### config.mk
export PLATFORM = sky130hd
export DESIGN_NAME = ipv4_address_port_parser_core_flat
export DESIGN_NICKNAME = d
export VERILOG_FILES = /design/src/rtl/core/ipap_pkg.sv /design/src/rtl/core/ipap_char_if.sv /design/src/rtl/core/ipap_result_if.sv /design/src/rtl/core/ipv4_address_port_parser_core.sv /design/src/rtl/core/ipap_char_stage.sv /design/src/rtl/core/ipap_parse_engine.sv /design/src/rtl/core/ipap_result_stage.sv /design/src/flat_wrapper.sv
export SDC_FILE = /design/constraint.sdc
export NUM_CORES = 1
export LEC_CHECK = 0
export BUFFER_PORTS_ARGS = -buffer_cell sky130_fd_sc_hd__buf_2
export CORE_UTILIZATION = 60
export DETAILED_ROUTE_END_ITERATION = 7
export PLACE_DENSITY_LB_ADDON = 0.3
export SYNTH_ARGS = -nofsm -noshare
export SYNTH_HDL_FRONTEND = slang
export SYNTH_HIERARCHICAL = 1
export SYNTH_SLANG_ARGS = --single-unit
export TNS_END_PERCENT = 1
### constraint.sdc
create_clock -name clk -period 6.3 [get_ports clk]
set_input_delay 0.63 -clock clk [delete_from_list [all_inputs] [get_ports clk]]
set_output_delay 0.63 -clock clk [all_outputs]
set_load 0.1 [all_outputs]
### src/rtl/core/ipap_pkg.sv
package ipap_pkg;

    // Result kinds
    typedef enum logic [1:0] {
        KIND_IPV4     = 2'd0,
        KIND_LOOPBACK = 2'd1,
        KIND_INVALID  = 2'd2
    } result_kind_t;

    // Character codes the parser reacts to
    localparam logic [7:0] CHAR_ZERO  = 8'h30;
    localparam logic [7:0] CHAR_NINE  = 8'h39;
    localparam logic [7:0] CHAR_DOT   = 8'h2E;
    localparam logic [7:0] CHAR_COLON = 8'h3A;
    localparam logic [7:0] CHAR_MINUS = 8'h2D;

    localparam logic [11:0] OCTET_MAX = 12'd255;
    localparam logic [20:0] PORT_MAX  = 21'd65535;
    localparam logic [16:0] PORT_SAT  = 17'd65536;

    localparam logic [3:0] KW_SHORT_LEN = 4'd5;
    localparam logic [3:0] KW_LONG_LEN  = 4'd8;
    localparam logic [3:0] KW_POS_MAX   = 4'd15;
    localparam logic [2:0] OCTETS_NEEDED = 3'd4;

    // One input transaction
    typedef struct packed {
        logic [7:0] char_code;
        logic       last_char;
        logic       empty_string;
    } char_item_t;

    // One result transaction
    typedef struct packed {
        result_kind_t result_kind;
        logic [31:0]  address;
        logic [15:0]  port_number;
    } result_item_t;

    // Parser state carried between characters
    typedef struct packed {
        logic            in_port_part;
        logic [7:0]      octet_accum;
        logic            octet_digit_seen;
        logic [2:0]      octet_count;
        logic [3:0][7:0] octet_store;
        logic [16:0]     port_accum;
        logic            port_minus;
        logic            port_digit_seen;
        logic            port_digits_ended;
        logic            failed;
        logic [3:0]      keyword_position;
        logic [1:0]      keyword_alive;
    } parse_state_t;

    localparam parse_state_t PARSE_RESET = '{
        in_port_part:      1'b0,
        octet_accum:       8'd0,
        octet_digit_seen:  1'b0,
        octet_count:       3'd0,
        octet_store:       32'd0,
        port_accum:        17'd0,
        port_minus:        1'b0,
        port_digit_seen:   1'b0,
        port_digits_ended: 1'b0,
        failed:            1'b0,
        keyword_position:  4'd0,
        keyword_alive:     2'b11
    };

    // "local"
    function automatic logic [7:0] kw_short_char(input logic [2:0] pos);
        logic [7:0] ch;
        case (pos)
            3'd0:    ch = 8'h6C;
            3'd1:    ch = 8'h6F;
            3'd2:    ch = 8'h63;
            3'd3:    ch = 8'h61;
            3'd4:    ch = 8'h6C;
            default: ch = 8'h00;
        endcase
        return ch;
    endfunction

    // "loopback"
    function automatic logic [7:0] kw_long_char(input logic [2:0] pos);
        logic [7:0] ch;
        case (pos)
            3'd0:    ch = 8'h6C;
            3'd1:    ch = 8'h6F;
            3'd2:    ch = 8'h6F;
            3'd3:    ch = 8'h70;
            3'd4:    ch = 8'h62;
            3'd5:    ch = 8'h61;
            3'd6:    ch = 8'h63;
            3'd7:    ch = 8'h6B;
            default: ch = 8'h00;
        endcase
        return ch;
    endfunction

endpackage

### src/rtl/core/ipap_char_if.sv
interface ipap_char_if;
    logic       valid;
    logic       ready;
    logic [7:0] char_code;
    logic       last_char;
    logic       empty_string;

    modport source (output valid, output char_code, output last_char,
                    output empty_string, input ready);
    modport sink   (input valid, input char_code, input last_char,
                    input empty_string, output ready);
endinterface

### src/rtl/core/ipap_result_if.sv
interface ipap_result_if;
    logic        valid;
    logic        ready;
    logic [1:0]  result_kind;
    logic [31:0] address;
    logic [15:0] port_number;

    modport source (output valid, output result_kind, output address,
                    output port_number, input ready);
    modport sink   (input valid, input result_kind, input address,
                    input port_number, output ready);
endinterface

### src/rtl/core/ipv4_address_port_parser_core.sv
// A result passes through the input register and then the output register after
// its last character (or empty marker) is accepted.
// Throughput: one character per cycle unless stalled; the parser update is one
// pass of a multiply by ten and compares between the input and result registers.
// A result held by the sink stalls the input register until it is taken.
// Reset (rst_n low, asynchronous) empties both registers and clears the parser.
module ipv4_address_port_parser_core (
    input  logic          clk,
    input  logic          rst_n,
    ipap_char_if.sink     char_in,
    ipap_result_if.source result_out
);
    import ipap_pkg::*;

    logic         item_valid;
    char_item_t   item;
    logic         can_take;
    logic         advance;
    logic         res_valid;
    result_item_t res;

    // Character leaves the input register when the result side has room
    assign advance = item_valid && can_take;

    ipap_char_stage u_char_stage (
        .clk        (clk),
        .rst_n      (rst_n),
        .char_in    (char_in),
        .advance    (advance),
        .item_valid (item_valid),
        .item       (item)
    );

    ipap_parse_engine u_parse_engine (
        .clk       (clk),
        .rst_n     (rst_n),
        .advance   (advance),
        .item      (item),
        .res_valid (res_valid),
        .res       (res)
    );

    ipap_result_stage u_result_stage (
        .clk        (clk),
        .rst_n      (rst_n),
        .load       (res_valid),
        .res        (res),
        .can_take   (can_take),
        .result_out (result_out)
    );

endmodule

### src/rtl/core/ipap_char_stage.sv
module ipap_char_stage (
    input  logic                clk,
    input  logic                rst_n,
    ipap_char_if.sink           char_in,
    input  logic                advance,
    output logic                item_valid,
    output ipap_pkg::char_item_t item
);
    import ipap_pkg::*;

    logic       valid_reg;
    logic       valid_next;
    char_item_t item_reg;
    logic       take;

    // Input register: refills in the same cycle it drains
    assign char_in.ready = !valid_reg || advance;
    assign take          = char_in.valid && char_in.ready;

    always_comb
    begin
        valid_next = valid_reg;
        if (take)
        begin
            valid_next = 1'b1;
        end
        else if (advance)
        begin
            valid_next = 1'b0;
        end
    end

    always_ff @(posedge clk or negedge rst_n)
    begin
        if (!rst_n)
        begin
            valid_reg <= 1'b0;
        end
        else
        begin
            valid_reg <= valid_next;
        end
    end

    // Payload, no reset needed
    always_ff @(posedge clk)
    begin
        if (take)
        begin
            item_reg.char_code    <= char_in.char_code;
            item_reg.last_char    <= char_in.last_char;
            item_reg.empty_string <= char_in.empty_string;
        end
    end

    assign item_valid = valid_reg;
    assign item       = item_reg;

endmodule

### src/rtl/core/ipap_parse_engine.sv
module ipap_parse_engine (
    input  logic                   clk,
    input  logic                   rst_n,
    input  logic                   advance,
    input  ipap_pkg::char_item_t   item,
    output logic                   res_valid,
    output ipap_pkg::result_item_t res
);
    import ipap_pkg::*;

    parse_state_t state_reg;
    parse_state_t state_next;
    parse_state_t s;
    parse_state_t mid;
    logic         is_digit;
    logic [3:0]   digit;
    logic [11:0]  octet_prod;
    logic [20:0]  port_prod;
    logic         ends_string;

    // Close one octet on '.', ':' or end of host part
    function automatic parse_state_t close_octet(input parse_state_t st);
        parse_state_t r;
        r = st;
        if (!st.octet_digit_seen || st.octet_count >= OCTETS_NEEDED)
        begin
            r.failed = 1'b1;
        end
        else
        begin
            r.octet_store[2'd3 - st.octet_count[1:0]] = st.octet_accum;
            r.octet_count = st.octet_count + 3'd1;
        end
        r.octet_accum      = 8'd0;
        r.octet_digit_seen = 1'b0;
        return r;
    endfunction

    function automatic parse_state_t close_host(input parse_state_t st);
        parse_state_t r;
        r = close_octet(st);
        if (r.octet_count != OCTETS_NEEDED)
        begin
            r.failed = 1'b1;
        end
        return r;
    endfunction

    assign is_digit    = (item.char_code >= CHAR_ZERO) && (item.char_code <= CHAR_NINE);
    assign digit       = item.char_code[3:0];
    assign octet_prod  = {4'd0, state_reg.octet_accum} * 12'd10 + {8'd0, digit};
    assign port_prod   = {4'd0, state_reg.port_accum} * 21'd10 + {17'd0, digit};
    assign ends_string = item.last_char || item.empty_string;

    // Per-character update and result formation
    always_comb
    begin
        s   = state_reg;
        res = '{result_kind: KIND_INVALID, address: 32'd0, port_number: 16'd0};

        // Keyword tracking
        if (state_reg.keyword_position >= KW_SHORT_LEN
            || kw_short_char(state_reg.keyword_position[2:0]) != item.char_code)
        begin
            s.keyword_alive[0] = 1'b0;
        end
        if (state_reg.keyword_position >= KW_LONG_LEN
            || kw_long_char(state_reg.keyword_position[2:0]) != item.char_code)
        begin
            s.keyword_alive[1] = 1'b0;
        end
        if (state_reg.keyword_position < KW_POS_MAX)
        begin
            s.keyword_position = state_reg.keyword_position + 4'd1;
        end

        if (!state_reg.in_port_part)
        begin
            // Host part
            if (is_digit)
            begin
                if (octet_prod > OCTET_MAX)
                begin
                    s.failed      = 1'b1;
                    s.octet_accum = OCTET_MAX[7:0];
                end
                else
                begin
                    s.octet_accum = octet_prod[7:0];
                end
                s.octet_digit_seen = 1'b1;
            end
            else if (item.char_code == CHAR_DOT)
            begin
                s = close_octet(s);
            end
            else if (item.char_code == CHAR_COLON)
            begin
                s = close_host(s);
                s.in_port_part = 1'b1;
            end
            else
            begin
                s.failed = 1'b1;
            end
        end
        else
        begin
            // Port part
            if (state_reg.port_digits_ended)
            begin
                if (item.char_code == CHAR_COLON)
                begin
                    s.failed = 1'b1;
                end
            end
            else if (state_reg.port_digit_seen)
            begin
                if (is_digit)
                begin
                    s.port_accum = (port_prod > PORT_MAX) ? PORT_SAT : port_prod[16:0];
                end
                else
                begin
                    s.port_digits_ended = 1'b1;
                    if (item.char_code == CHAR_COLON)
                    begin
                        s.failed = 1'b1;
                    end
                end
            end
            else if (is_digit)
            begin
                s.port_accum      = {13'd0, digit};
                s.port_digit_seen = 1'b1;
            end
            else if (item.char_code == CHAR_MINUS && !state_reg.port_minus)
            begin
                s.port_minus = 1'b1;
            end
            else
            begin
                s.failed = 1'b1;
            end
        end

        // End of string checks
        if (s.in_port_part)
        begin
            if (!s.port_digit_seen || s.port_accum > PORT_MAX[16:0]
                || (s.port_minus && s.port_accum != 17'd0))
            begin
                s.failed = 1'b1;
            end
        end
        else
        begin
            s = close_host(s);
        end

        if (item.empty_string)
        begin
            res.result_kind = KIND_INVALID;
        end
        else if (s.keyword_alive[0] && s.keyword_position == KW_SHORT_LEN)
        begin
            res.result_kind = KIND_LOOPBACK;
        end
        else if (s.keyword_alive[1] && s.keyword_position == KW_LONG_LEN)
        begin
            res.result_kind = KIND_LOOPBACK;
        end
        else if (s.failed)
        begin
            res.result_kind = KIND_INVALID;
        end
        else
        begin
            res.result_kind = KIND_IPV4;
            res.address     = s.octet_store;
            res.port_number = s.in_port_part ? s.port_accum[15:0] : 16'd0;
        end
    end

    // Mid-string characters keep the per-character update; the
    // end-of-string closing above feeds only the result.
    always_comb
    begin
        mid = state_reg;
        mid.keyword_alive    = s.keyword_alive;
        mid.keyword_position = s.keyword_position;
        if (!state_reg.in_port_part)
        begin
            if (is_digit)
            begin
                mid.octet_accum      = (octet_prod > OCTET_MAX) ? OCTET_MAX[7:0]
                                                                : octet_prod[7:0];
                mid.octet_digit_seen = 1'b1;
                mid.failed           = state_reg.failed || (octet_prod > OCTET_MAX);
            end
            else if (item.char_code == CHAR_DOT)
            begin
                mid = close_octet(mid);
            end
            else if (item.char_code == CHAR_COLON)
            begin
                mid = close_host(mid);
                mid.in_port_part = 1'b1;
            end
            else
            begin
                mid.failed = 1'b1;
            end
        end
        else
        begin
            if (state_reg.port_digits_ended)
            begin
                if (item.char_code == CHAR_COLON)
                begin
                    mid.failed = 1'b1;
                end
            end
            else if (state_reg.port_digit_seen)
            begin
                if (is_digit)
                begin
                    mid.port_accum = (port_prod > PORT_MAX) ? PORT_SAT : port_prod[16:0];
                end
                else
                begin
                    mid.port_digits_ended = 1'b1;
                    if (item.char_code == CHAR_COLON)
                    begin
                        mid.failed = 1'b1;
                    end
                end
            end
            else if (is_digit)
            begin
                mid.port_accum      = {13'd0, digit};
                mid.port_digit_seen = 1'b1;
            end
            else if (item.char_code == CHAR_MINUS && !state_reg.port_minus)
            begin
                mid.port_minus = 1'b1;
            end
            else
            begin
                mid.failed = 1'b1;
            end
        end
        state_next = ends_string ? PARSE_RESET : mid;
    end

    assign res_valid = advance && ends_string;

    always_ff @(posedge clk or negedge rst_n)
    begin
        if (!rst_n)
        begin
            state_reg <= PARSE_RESET;
        end
        else if (advance)
        begin
            state_reg <= state_next;
        end
    end

    // A finished string leaves the parser in its reset state
    assert property (@(posedge clk) disable iff (!rst_n)
        advance && ends_string |=> state_reg == PARSE_RESET)
        else $error("parser state not cleared after end of string");

    // Never more than four octets stored
    assert property (@(posedge clk) disable iff (!rst_n)
        state_reg.octet_count <= OCTETS_NEEDED)
        else $error("octet count overrun");

    // Port accumulator saturates at one above the largest port
    assert property (@(posedge clk) disable iff (!rst_n)
        state_reg.port_accum <= PORT_SAT)
        else $error("port accumulator beyond saturation");

    // Address and port are zero unless the result is an address
    assert property (@(posedge clk) disable iff (!rst_n)
        res_valid && res.result_kind != KIND_IPV4
        |-> res.address == 32'd0 && res.port_number == 16'd0)
        else $error("non-address result carries address or port");

endmodule

### src/rtl/core/ipap_result_stage.sv
module ipap_result_stage (
    input  logic                   clk,
    input  logic                   rst_n,
    input  logic                   load,
    input  ipap_pkg::result_item_t res,
    output logic                   can_take,
    ipap_result_if.source          result_out
);
    import ipap_pkg::*;

    logic         valid_reg;
    logic         valid_next;
    result_item_t res_reg;

    // Output register; free when empty or being drained
    assign can_take = !valid_reg || result_out.ready;

    always_comb
    begin
        valid_next = valid_reg;
        if (load)
        begin
            valid_next = 1'b1;
        end
        else if (result_out.ready)
        begin
            valid_next = 1'b0;
        end
    end

    always_ff @(posedge clk or negedge rst_n)
    begin
        if (!rst_n)
        begin
            valid_reg <= 1'b0;
        end
        else
        begin
            valid_reg <= valid_next;
        end
    end

    always_ff @(posedge clk)
    begin
        if (load)
        begin
            res_reg <= res;
        end
    end

    assign result_out.valid       = valid_reg;
    assign result_out.result_kind = res_reg.result_kind;
    assign result_out.address     = res_reg.address;
    assign result_out.port_number = res_reg.port_number;

endmodule

### src/flat_wrapper.sv
// flat-port wrapper written by rule: the top's interface ports become plain ports
module ipv4_address_port_parser_core_flat import ipap_pkg::*;
  (clk, rst_n, char_in_valid, char_in_char_code, char_in_last_char, char_in_empty_string, char_in_ready, result_out_valid, result_out_result_kind, result_out_address, result_out_port_number, result_out_ready);
  ipap_char_if char_in_i ();
  ipap_result_if result_out_i ();
  input  logic clk;
  input  logic rst_n;
  input wire logic [$bits(char_in_i.valid)-1:0] char_in_valid;
  input wire logic [$bits(char_in_i.char_code)-1:0] char_in_char_code;
  input wire logic [$bits(char_in_i.last_char)-1:0] char_in_last_char;
  input wire logic [$bits(char_in_i.empty_string)-1:0] char_in_empty_string;
  output wire logic [$bits(char_in_i.ready)-1:0] char_in_ready;
  output wire logic [$bits(result_out_i.valid)-1:0] result_out_valid;
  output wire logic [$bits(result_out_i.result_kind)-1:0] result_out_result_kind;
  output wire logic [$bits(result_out_i.address)-1:0] result_out_address;
  output wire logic [$bits(result_out_i.port_number)-1:0] result_out_port_number;
  input wire logic [$bits(result_out_i.ready)-1:0] result_out_ready;
  assign char_in_i.valid = char_in_valid;
  assign char_in_i.char_code = char_in_char_code;
  assign char_in_i.last_char = char_in_last_char;
  assign char_in_i.empty_string = char_in_empty_string;
  assign char_in_ready = char_in_i.ready;
  assign result_out_valid = result_out_i.valid;
  assign result_out_result_kind = result_out_i.result_kind;
  assign result_out_address = result_out_i.address;
  assign result_out_port_number = result_out_i.port_number;
  assign result_out_i.ready = result_out_ready;
  ipv4_address_port_parser_core u_core (.clk(clk), .rst_n(rst_n), .char_in(char_in_i), .result_out(result_out_i));
endmodule
**Word-level counts from Yosys, hierarchy flattened**

Memories as Yosys holds them, arrays and structs flattened.
Cells that the tools add are included.

- Bits in registers: 134
- Logic and storage cells: 171
- Output and inout bits: 52
- Memories kept: 1
- Bits of input ports: 14
- Bits in read-only memories: 40

Memory list:

| name | depth | bits a word | rd ports | clocked after memory_dff | write ports | RTL line | source |
|---|---|---|---|---|---|---|---|
| (no name shown) | 8 | 5 | 1 | 0 | 0 | ipap_pkg.sv:88 | `case (pos)` |

- Equal/unequal tests: 17
- Order comparisons: 14
- Multiplexer cells: 70
- Bitwise operators: 1
- Multiply operators: 2
- Add/subtract/negate cells: 7
- Reduce and logical (&&, ||, !) cells: 36

Operators by type and width:

| cell | number |
|---|---|
| two-way mux 35 bit | 7 |
| two-way mux 72 bit | 3 |
| two-way mux 65 bit | 2 |
| two-way mux 55 bit | 2 |
| two-way mux 45 bit | 2 |
| two-way mux 17 bit | 4 |
| bitwise mux 32 bit | 2 |
| two-way mux 21 bit | 2 |
| demux 8 bit (select 2 bit) | 2 |
| case mux 7 bit (4 select lines) | 1 |
| two-way mux 1 bit | 27 |
| equality test 8 x 6 -> 1 bit, second input constant | 3 |
| two-way mux 6 bit | 4 |
| two-way mux 8 bit | 3 |
| adder 21 x 4 -> 21 bit | 1 |
| greater-than comparator 21 x 16 -> 1 bit, second input constant | 1 |
| multiplier 17 x 3 -> 20 bit, second input constant | 1 |
| two-way mux 20 bit | 1 |
| two-way mux 9 bit | 2 |
| greater-than comparator 17 x 16 -> 1 bit, second input constant | 1 |
| nonzero test 17 bit | 1 |
| inequality test 8 bit | 2 |
| adder 12 x 4 -> 12 bit | 1 |
| greater-than comparator 12 x 8 -> 1 bit, second input constant | 1 |
| other kinds (33) | 71 |

**Logic depth before layout (Yosys ltp)**

- Depth after elaboration: 31
- Mapped depth: 19

**Hierarchy**

The synthesis kept the hierarchy.

Modules (own cells, without submodules):

| module | instances | cells an instance | area an instance (µm²) | seq. area each (µm²) |
|---|---|---|---|---|
| ipap_parse_engine | 1 | 920 | 7235.7 | 1804.2 |
| ipap_result_stage | 1 | 53 | 1549.0 | 1526.5 |
| ipap_char_stage | 1 | 14 | 354.1 | 325.3 |
| ipv4_address_port_parser_core | 1 | 1 | 6.3 | 0.0 |

**Least setup slack after synthesis**

No wires, ideal clock.

- Path type: reg2reg
- From: reg u_core/u_parse_engine/state_reg[11] (netlist bit)
- To: reg u_core.u_result_stage.res_reg, in the netlist u_core/u_result_stage/result_out.address[4], data pin
- Data required time: 6.029 ns
- Cell stages (with the launch flop): 19
- Path slack: 1.768 ns
- Clock period less this slack: 4.532 ns
- Arrival time: 4.261 ns
- Setup time: 0.271 ns
- Buffers on the path: 3
- Path through: dfrtp_1 ha_1 ha_1 inv_1 fa_1 nor4_1 nand3_1 nor4_4 nand2_1 or4b_1 buf_2 a211o_1 nand2_1 nand3_1 o31ai_1 o21a_1 buf_6 buf_6 nor4_1

- Cells in the longest elaborated chain, start to end: 14

Ends and longest elaborated chain:

| element | RTL line | source |
|---|---|---|
| start: declaration | ipap_parse_engine.sv:11 | `parse_state_t state_reg;` |
| start signal: assignment | ipap_parse_engine.sv:266 | `state_reg <= state_next;` |
| multiplier 17 x 3 -> 20 bit | ipap_parse_engine.sv:52 | `assign port_prod = {4'd0, state_reg.port_accum} * 21'd10 + {17'd0, digit};` |
| adder 21 x 4 -> 21 bit | ipap_parse_engine.sv:52 |  |
| greater-than comparator 21 x 16 -> 1 bit | ipap_parse_engine.sv:121 | `s.port_accum = (port_prod > PORT_MAX) ? PORT_SAT : port_prod[16:0];` |
| two-way mux 17 bit | ipap_parse_engine.sv:121 |  |
| two-way mux 17 bit (2 in series) | -- |  |
| two-way mux 20 bit | ipap_parse_engine.sv:110 | `if (state_reg.port_digits_ended)` |
| two-way mux 21 bit * | ipap_parse_engine.sv:77 | `if (!state_reg.in_port_part)` |
| greater-than comparator 17 x 16 -> 1 bit or nonzero test 17 bit (tied branches) | ipap_parse_engine.sv:150, ipap_parse_engine.sv:151 |  |
| logical OR 1 bit or logical AND 1 bit (tied branches) | ipap_parse_engine.sv:150, ipap_parse_engine.sv:151 |  |
| logical OR 1 bit * | ipap_parse_engine.sv:151 | `\|\| (s.port_minus && s.port_accum != 17'd0))` |
| two-way mux 1 bit * | ipap_parse_engine.sv:150 | `if (!s.port_digit_seen \|\| s.port_accum > PORT_MAX[16:0]` |
| two-way mux 1 bit * | ipap_parse_engine.sv:148 | `if (s.in_port_part)` |
| OR reduction 4 bit (no line) * | -- |  |
| end signal: assignment | ipap_result_stage.sv:47 | `res_reg <= res;` |
| end: declaration | ipap_result_stage.sv:13 | `result_item_t res_reg;` |

Mark *: on every way between the ends. The rest lies on a longest branch, timed or not.
A chain may end at the register's enable or synchronous reset.

**Final worst setup path**

- From: reg u_core/u_parse_engine/state_reg[11] (netlist bit)
- To: reg u_core.u_result_stage.res_reg, in the netlist u_core/u_result_stage/result_out.address[5], data pin

Same word-level chain as after synthesis.

==> results.yml <==
synthesis:
  yosysTopAreaCell: "sky130_fd_sc_hd__dfrtp_1"
  sequential_area_share_after_synthesis: 0.400
  most_used_flip_flop_cell_after_synthesis: "sky130_fd_sc_hd__dfrtp_1"
  cells_after_synth: 988
  synth_area_um2: 9150
  synthDistinctLibCells: 75
  synth_seq_cells: 134
  synth-async-reset-ratio: 0.552
  synthesis.area_per_instance_um2: 9.26
  yosys.cell_count.top_type: "sky130_fd_sc_hd__nand2_1"
  yosysTopAreaCellShare: 0.197
  synth_top_cells_by_count: "sky130_fd_sc_hd__nand2_1 (148), sky130_fd_sc_hd__o21ai_0 (97), sky130_fd_sc_hd__dfrtp_1 (72)"
  synth_edf_count: 60
  synth_fp_nets: 1069
  ys_warn_count: 6
  synth.area.top_cells: "sky130_fd_sc_hd__dfrtp_1 (20%), sky130_fd_sc_hd__edfxtp_1 (20%), sky130_fd_sc_hd__ha_1 (8.6%), sky130_fd_sc_hd__nand2_1 (6.1%), sky130_fd_sc_hd__o21ai_0 (5.3%)"
place:
  gp_congestion: 0.917
  dp.final_hpwl_mm: 16.7
  place.port_buffers: 65
detailed_routing:
  routed_wire_length_per_instance_um: 19.3
  finalWirelength_mm: 23.7
  dr_total_vias: 7953
  ant_nets: 0
  detail_route.drc_violations: 9
  routed_via_density: 6.47
  drtIter0Drc: 1054
  first_pass_iters: 8
clock_tree:
  ctsResizeCount: 0
  clock_sink_count: 134
  clock_latency_reported_for_the_late_side_of_the_worst_skew_pair_ns: 0.43
  cts_max_path_buffers: 2
  cts.reportedPaths.clkPinSlew_ns: 0.07
  tritoncts: "yes"
  cts_buffers: 17
  depth_of_the_cts_h_tree: 4
  clock_root_buffer: "sky130_fd_sc_hd__clkbuf_16"
  number_of_buffers_inserted_for_hold_repair_after_clock_tree_synthesis: 0
  post_cts_buffers: 0
timing:
  summed_negative_setup_slack_over_all_endpoints_ns: 0
  slew_headroom: 0.144
  clock.fmax_mhz: 178
  finalClockSkew_ns: 0.0110
  worst_pin_slew_ns: 1.28
  setup-violations-final: 0
  final.period_utilization: 0.890
  drv_slew: 0
  grt_setup_unrepaired: "false"
  fin_crit_ns: 5.61
  hold_viol: 0
  worst_hold_slack_ns: 0.345
final_layout:
  area_growth_pct: 11.4
  largest_reg_flops: 72
  layout.filler_cells: 1088
  final_net_count: 1114
  layout-drive-gt1-share: 0.158
  antennaDiodeCount: 0
grt:
  grt_pass1_vias: 7489
  gr-usage-all-layers: 0.314
  grt_pass1_wl_mm: 38.6
  grt_antenna_before_repair: 0
  globalRouteOverflowTotal: 0
  grt_max_degree: 75
worst_setup_path:
  r2r-start: "u_core/u_parse_engine/state_reg[11]"
  crit_arrival_ns: 5.74
  critPathLaunch: "u_core/u_parse_engine/state_reg[11]"
  end_kind: "flip-flop"
  cp_data_required_time_ns: 6.43
  start_kind: "flip-flop"
  worst-path-max-fanout: 17
  timing.setup.critical_path_class: "flip-flop to flip-flop"
floorplan:
  core_um2: 14700
  floorplan.die.height_um: 125
  initial_core_util: 0.622
  placement_rows: 44
  top_level_ports: 66
  die_x_um: 125
  design.die.area_um2: 15700
pwr:
  p_per_area_nw_per_um2: 250
  static-leakage-power_nw: 4.54
  ir_drop_mv: 0.303
flow_run:
  max_cap_viols: 0
hold_path:
  holdCritPathClass: "input port to asynchronous set/reset pin"
status:
  outcome: "finished, violations left"
  violations: "DRC"
-- kinds of logic after synthesis --
family	synth area share
simple gates	0.206
compound gates	0.177
flops	0.400
buf+inv	0.0339
fa+ha+maj	0.0950
mux	0.0561
xor+xnor	0.0326
-- power by group --
part | total [mW] | switching (mW) | internal [mW] | leakage (nW)
registers | 1.01 | 0.0311 | 0.977 | 1.61
clock network | 1.03 | 0.401 | 0.632 | 0.301
logic | 0.506 | 0.425 | 0.0813 | 2.63
-- routing by layer --
metal | global-route usage | part of all wire | up-vias
met4 | 0.118 | 0.026 | 0
met5 | 0 | 0 | -
met2 | 0.461 | 0.43 | 445
met3 | 0.0864 | 0.10 | 53
li1 | - | - | 3761
met1 | 0.443 | 0.44 | 3694
-- worst max-delay path, stage by stage, from the launching register on --
cell                      delay (ns)
sky130_fd_sc_hd__dfrtp_1        0.47
sky130_fd_sc_hd__ha_1           0.32
sky130_fd_sc_hd__ha_1           0.16
sky130_fd_sc_hd__inv_1          0.06
sky130_fd_sc_hd__fa_1           0.40
sky130_fd_sc_hd__xor2_1         0.19
sky130_fd_sc_hd__nor4_1         0.48
sky130_fd_sc_hd__nand3_1        0.26
sky130_fd_sc_hd__nor4_4         0.27
sky130_fd_sc_hd__nand2_1        0.14
sky130_fd_sc_hd__or4b_1         0.65
sky130_fd_sc_hd__a211o_1        0.32
sky130_fd_sc_hd__nand2_1        0.13
sky130_fd_sc_hd__nand3_1        0.09
sky130_fd_sc_hd__buf_4          0.22
sky130_fd_sc_hd__o31ai_1        0.31
sky130_fd_sc_hd__o21a_1         0.67
sky130_fd_sc_hd__nor4_1         0.17
-- path summary, 6_finish.rpt --
path / end / slack [ns] / cells after the start
setup reg to reg: u_core/u_result_stage/result_out.address[5] / 0.69 / 17
max in group asynchronous: u_core/u_parse_engine/state_reg[66] / 5.32 / 1
hold / removal: u_core/u_parse_engine/state_reg[37] / 0.35 / 1
setup / recovery: u_core/u_result_stage/result_out.address[5] / 0.69 / 17
min in group clk: u_core/u_char_stage/item[3] / 0.38 / 1
hold reg to reg: u_core/u_parse_engine/state_reg[27] / 0.48 / 2
-- layout make-up --
| cell class | instances | area (um^2) | share of cell area |
|---|---|---|---|
| sequential | 134 | 3660 | 0.359 |
| multi-input combinational | 776 | 5180 | 0.509 |
| timing repair buffer | 73 | 388 | 0.0381 |
| clock buffer | 17 | 425 | 0.0418 |
| clock inverter | 15 | 189 | 0.0186 |
| tap | 184 | 230 | 0.0226 |
| inverter | 31 | 116 | 0.0114 |
-- layout by cell type, fill, tap and decap left out, types with 7 or more instances in the layout --
master | Yosys | final
sky130_fd_sc_hd__xnor2_1 | 21 | 21
sky130_fd_sc_hd__nand3_1 | 21 | 21
sky130_fd_sc_hd__buf_2 | 2 | 64
sky130_fd_sc_hd__or2_2 | 9 | 9
sky130_fd_sc_hd__a21o_1 | 14 | 14
sky130_fd_sc_hd__mux2i_1 | 13 | 13
sky130_fd_sc_hd__buf_4 | 0 | 9
sky130_fd_sc_hd__inv_1 | 31 | 31
sky130_fd_sc_hd__dfrtp_1 | 72 | 72
sky130_fd_sc_hd__nand4_1 | 10 | 10
sky130_fd_sc_hd__a21oi_1 | 49 | 49
sky130_fd_sc_hd__nand2b_1 | 8 | 8
sky130_fd_sc_hd__edfxtp_1 | 60 | 60
sky130_fd_sc_hd__and3_1 | 38 | 38
sky130_fd_sc_hd__nand2_1 | 148 | 148
sky130_fd_sc_hd__o31ai_1 | 8 | 8
sky130_fd_sc_hd__nor2b_1 | 8 | 8
sky130_fd_sc_hd__o21ai_0 | 97 | 97
sky130_fd_sc_hd__xor2_1 | 13 | 13
sky130_fd_sc_hd__nor2_1 | 46 | 46
sky130_fd_sc_hd__a22o_1 | 14 | 14
sky130_fd_sc_hd__mux2_2 | 32 | 32
sky130_fd_sc_hd__ha_1 | 63 | 63
sky130_fd_sc_hd__clkbuf_16 | 0 | 17
sky130_fd_sc_hd__nor4_1 | 26 | 26
sky130_fd_sc_hd__a31oi_1 | 7 | 7
sky130_fd_sc_hd__nor3_1 | 32 | 32
-- per-stage QoR --
| step | total power [mW] | instances | utilization | cell area (um^2) | setup WS (ns) |
|---|---|---|---|---|---|
| global route | 2.62 | 1230 | 0.693 | 10200 | 0.366 |
| detailed placement | 1.53 | 1198 | 0.651 | 9570 | 0.835 |
| global placement | 1.52 | 1198 | 0.651 | 9570 | 1.06 |
| floorplan | 1.43 | 988 | - | 9150 | 1.77 |
| CTS | 2.55 | 1230 | 0.693 | 10200 | 0.793 |
| finish | 2.55 | 1230 | 0.693 | 10200 | 0.692 |
No activity file was read; power rests on OpenSTA's default activity.
